File: config.mk
export PLATFORM = sky130hd
export DESIGN_NAME = rclt_ram
export DESIGN_NICKNAME = d
export VERILOG_FILES = /design/src/sv/rclt_ram.sv
export SDC_FILE = /design/constraint.sdc
export NUM_CORES = 1
export LEC_CHECK = 0
export BUFFER_PORTS_ARGS = -buffer_cell sky130_fd_sc_hd__buf_4
export CAP_MARGIN = 5
export CORE_ASPECT_RATIO = 1.25
export CORE_MARGIN = 5
export CORE_UTILIZATION = 50
export CTS_BUF_LIST = sky130_fd_sc_hd__clkbuf_4
export DETAILED_ROUTE_END_ITERATION = 6
export HOLD_SLACK_MARGIN = 0.02
export MAX_ROUTING_LAYER = met4
export PLACE_DENSITY = 0.68
export SYNTH_ARGS = -nofsm -noshare
export SYNTH_HDL_FRONTEND = slang
export SYNTH_SLANG_ARGS = --single-unit
File: constraint.sdc
create_clock -name clk_i -period 2.75 [get_ports clk_i]
set_clock_uncertainty 0.15 [all_clocks]
set_input_delay 0.4125 -clock clk_i [delete_from_list [all_inputs] [get_ports clk_i]]
set_output_delay 0.4125 -clock clk_i [all_outputs]
set_load 0.01 [all_outputs]
File: src/sv/rclt_ram.sv
// Generic single-port-write, single-port-read RAM with registered read data.
// Depends on nothing.
`default_nettype none
module rclt_ram #(
  parameter int unsigned WIDTH = 8,
  parameter int unsigned DEPTH = 16,
  localparam int unsigned AW = (DEPTH > 1) ? $clog2(DEPTH) : 1
) (
  input  wire logic             clk_i,
  input  wire logic             we_i,
  input  wire logic [AW-1:0]    waddr_i,
  input  wire logic [WIDTH-1:0] wdata_i,
  input  wire logic             re_i,
  input  wire logic [AW-1:0]    raddr_i,
  output logic      [WIDTH-1:0] rdata_o
);

  logic [WIDTH-1:0] mem_q [DEPTH];

  always_ff @(posedge clk_i) begin
    if (we_i) begin
      mem_q[waddr_i] <= wdata_i;
    end
    if (re_i) begin
      rdata_o <= mem_q[raddr_i];
    end
  end

endmodule
`default_nettype wire

Word-level counts from Yosys, hierarchy flattened
Memories as Yosys holds them, arrays and structs flattened. A register that Yosys moved wholly into a read port is not among the register bits.
Index checks and enable logic that the tools add are counted.
{ "totals": {"regBits": 0, "ramBits": 128, "input_bits": 19, "output_inout_bits": 8, "word_cells": 3, "mem_count": 1} }
{ "mem_list": {"columns": ["memory", "depth", "width", "rd", "rd_clocked_by_memory_dff", "wr", "line_no", "source"], "rows": [
  ["mem_q", 16, 8, 1, 1, 1, "18", "logic [WIDTH-1:0] mem_q [DEPTH];"]
]} }
{ "op_classes": {"muxes": 2} }
{ "op_table": {"columns": ["op", "n"], "rows": [
  ["$mux 1", 2]
]} }

Longest topological paths before layout
{ "depth": {"ltp_word": 2, "depth_mapped": 5, "mapped_depth_nobuf": 3} }

Worst setup path after synthesis
OpenSTA, ideal clock, no wires.
{ "synth_path": {"path_type": "input -> register", "from": "in waddr_i[2]", "to": "mem mem_q[0][0], enable pin", "setup_time_ns": 0.383, "t_arrival_ns": 1.522, "required_time_ns": 2.217, "path_slack_ns": 0.695, "path_stages": 2, "path_buffers": 0, "cell_sequence": "or3b_2 > nor3_1"} }
{ "synth_rtl": {"columns": ["item", "line_no", "source"], "rows": [
  ["start, declared", "11", "input wire logic [AW-1:0] waddr_i,"],
  ["end, declared", "18", null]
]} }
Straight into the memory's write port.

==> run_results.csv <==
group,metric,value,unit
clocking,cts_buffer_depth,2,
critical_path,r2r_cells,3,
die,start_util,51.5,%
detailed_routing,vias,2456,
hold_path,min_to,"mem_q[8][3]",
flow_run,maxCapViolCount,0,
global_routing,track_usage,17.6,%
sta,tightestPinTransition,0.653,ns
critical_path,r2r_slack,1.11,ns
detailed_routing,wl_per_cell,22.5,um
yosys,synthSimpleGateAreaFrac,3.14,%
run_status,outcome,"completed",
clocking,cts_max_level,4,
critical_path,cp-end-kind,"flop",
clocking,ctsRootBufferMaster,"clkbuf_4",
global_routing,gr-total-overflow,0,
die,ioPinCount,27,
yosys,synth-seq-area-share,78.1,%
power_and_ir_drop,p_seq_share,61.2,%
yosys,synth_nets,248,
yosys,synthAdderAreaFrac,0,%
critical_path,critPathLaunch,"raddr_i[0]",
placed_design,numPortBuffers,26,
hold_path,holdCritStartpoint,"wdata_i[3]",
sta,clock.fmax,0.569,GHz
placed_design,gp_congestion,0.726,
power_and_ir_drop,power_density,641,nW/um2
yosys,yosys_warnings,0,
detailed_routing,drtPass1Iterations,4,
sta,relSlewSlack,56.4,%
sta,setup_violations,0,
critical_path,crit_type,"input port to flop",
sta,hold_viol,0,
detailed_routing,drt_iter0_markers,145,
sta,slew_violations,0,
critical_path,r2r-end,"rdata_o[7]",
hold_path,hold_depth,1,
yosys,synth_compound_gate_area_share,2.30,%
global_routing,grt_max_degree,33,
clocking,cts_buffers,17,
yosys,synth_seq_cells,136,
die,fp.dieArea,12600,um2
yosys,syn-cell-area,5230,um2
yosys,synth.distinct_cells,18,
power_and_ir_drop,p_leak,2.02,nW
cells_and_area,nets,307,
critical_path,required,2.86,ns
cells_and_area,layout-drive-gt1-share,30.9,%
hold_path,hold_class,"input port to flop",
critical_path,critPathMaxStageDelay,0.58,ns
power_and_ir_drop,power_switching,0.000766,W
clocking,clk_latency,0.50,ns
cells_and_area,n_antenna_cell,0,
sta,finalCritPeriodShare,63.9,%
critical_path,cp_cell_sequence,"buf_4 > buf_12 > mux4_1 > a22oi_1 > nand2_1",
cells_and_area,area_delta_synth_final,14.4,%
critical_path,critPathArrivalTime,1.87,ns
yosys,syn_inst,229,
sta,fin_crit,1.76,ns
yosys,synth_top_family_by_area,"multiplexers",
global_routing,antenna_found_initial,0,
yosys,synth_xor_area_share,0,%
die,coreArea,10200,um2
power_and_ir_drop,power.share.switching,20.0,%
sta,rsz0062_at_grt,"false",
clocking,tritoncts,"yes",
placed_design,dp_cells,394,
power_and_ir_drop,combPwrFrac,5.9,%
cells_and_area,final_util,58.9,%
critical_path,cp-start-kind,"input port",
placed_design,postPlaceCellArea,5660,um2
power_and_ir_drop,power_frac_clock,32.9,%
power_and_ir_drop,intPower,0.00307,W
clocking,clock_sinks,136,
detailed_routing,viasPerCell,5.71,
critical_path,crit_slowest_cell,"mux4_1",
critical_path,crit_buf_inv,2,
die,die_y,124,um
cells_and_area,n_fill_cell,748,
critical_path,timing.rr.start,"mem_q[3][7]",
detailed_routing,detail-route-antenna-nets,0,
detailed_routing,route.detailed.drc,0,
clocking,cts_setup_buffers,0,
power_and_ir_drop,ir_drop,354,uV
critical_path,cp_top_family,"multiplexers",
cells_and_area,final_cells,430,
sta,setup_tns,0,ns
global_routing,first_global_vias,2597,
yosys,syn_avg_cell_area,22.8,um2
detailed_routing,routed_wl,9680,um
placed_design,dp.final_hpwl,6230,um
yosys,muxShareOfSynthArea,14.8,%
critical_path,critPathMaxFanout,16,
global_routing,grt_pass1_wl,15300,um
die,rows,41,
cells_and_area,design_area,5980,um2
clocking,clk_pin_slew,0.11,ns
die,fp.dieW,101,um
-- worst max-delay path by stage --
stage / endpoint / cells after the start
floorplan: mem_q[0][0] / 2
global placement: rdata_o[3] / 5
detailed placement: rdata_o[3] / 5
CTS: rdata_o[3] / 5
global route: rdata_o[3] / 5
finish: rdata_o[3] / 5
-- synth_stat cells, drive strengths merged --
cell type	instances	area (um2)
nand3b	2	15.0
nor2b	1	6.26
nor2	13	48.8
and2b	1	7.51
and2	1	6.26
edfxtp	136	4080
nand2	9	33.8
nand3	1	5.00
clkdlybuf4s25	3	30.0
nor3	4	20.0
buf	7	56.3
nand2b	2	12.5
mux4	32	773
a22oi	16	120
or3b	1	8.76
-- metal layers --
layer	global-route usage, %	up-vias	routed length (um)
li1	-	1105	-
met1	23.9	1260	4180
met2	26.0	86	4940
met3	4.76	5	501
met4	5.63	0	68
met5	-	-	0
-- per-stage QoR --
stage                     worst slack [ns]  power (W)  hold slack [ns]
after floorplan                      0.695    0.00251            0.361
after global placement               0.461    0.00261            0.570
after detailed placement             0.453    0.00262            0.580
after CTS                             1.03    0.00386           0.0201
after global routing                 0.964    0.00400           0.0223
final                                0.994    0.00383           0.0657
-- area by class of cell --
class / instances / area [um2] / area share [%]
well taps: 129 / 161 / 2.70
clock buffers: 19 / 143 / 2.39
flip-flops and latches: 136 / 4080 / 68.3
repair buffers: 50 / 398 / 6.66
clock inverters: 13 / 135 / 2.26
multi-input cells: 83 / 1060 / 17.7
-- registers in the layout (all words and copies together) (netlist names) --
register  cells
rdata_o       8
mem_q       128
-- power by group through the flow --
stage	Clock, W	Sequential, W	Combinational, W
3_3_place_gp	0	0.00239	0.000222
2_1_floorplan	0	0.00239	0.000118
4_1_cts	0.00129	0.00234	0.000229
5_1_grt	0.00140	0.00235	0.000250
6_report	0.00126	0.00234	0.000228
3_5_place_dp	0	0.00239	0.000227
-- kinds of logic after synthesis --
| group | after synthesis |
|---|---|
| flip-flops | 136 |
| AND/OR/NAND/NOR | 35 |
| multiplexers | 32 |
| AO/OA/AOI/OAI | 16 |
| buffers and inverters | 10 |
-- what timing repair did --
item | CTS | global route
hold buffers | 1 | 3
endpoints found under the hold margin | 3 | 17
gates resized for setup | 0 | 0
-- cell usage in the layout, fill, tap and decap left out, types with 2 or more instances in the layout --
master,synthesis,final
bufinv_16,0,3
edfxtp_1,136,136
nand2_1,9,9
nor3_1,4,4
clkinv_2,0,6
clkinv_1,0,4
nor2_1,13,13
buf_4,1,45
mux4_1,14,14
nand3b_1,2,2
a22oi_1,16,16
clkbuf_4,0,19
mux4_2,18,18
nand2b_1,2,2
dlygate4sd3_1,0,4
Note: power is estimated with default switching activity, not from simulation.
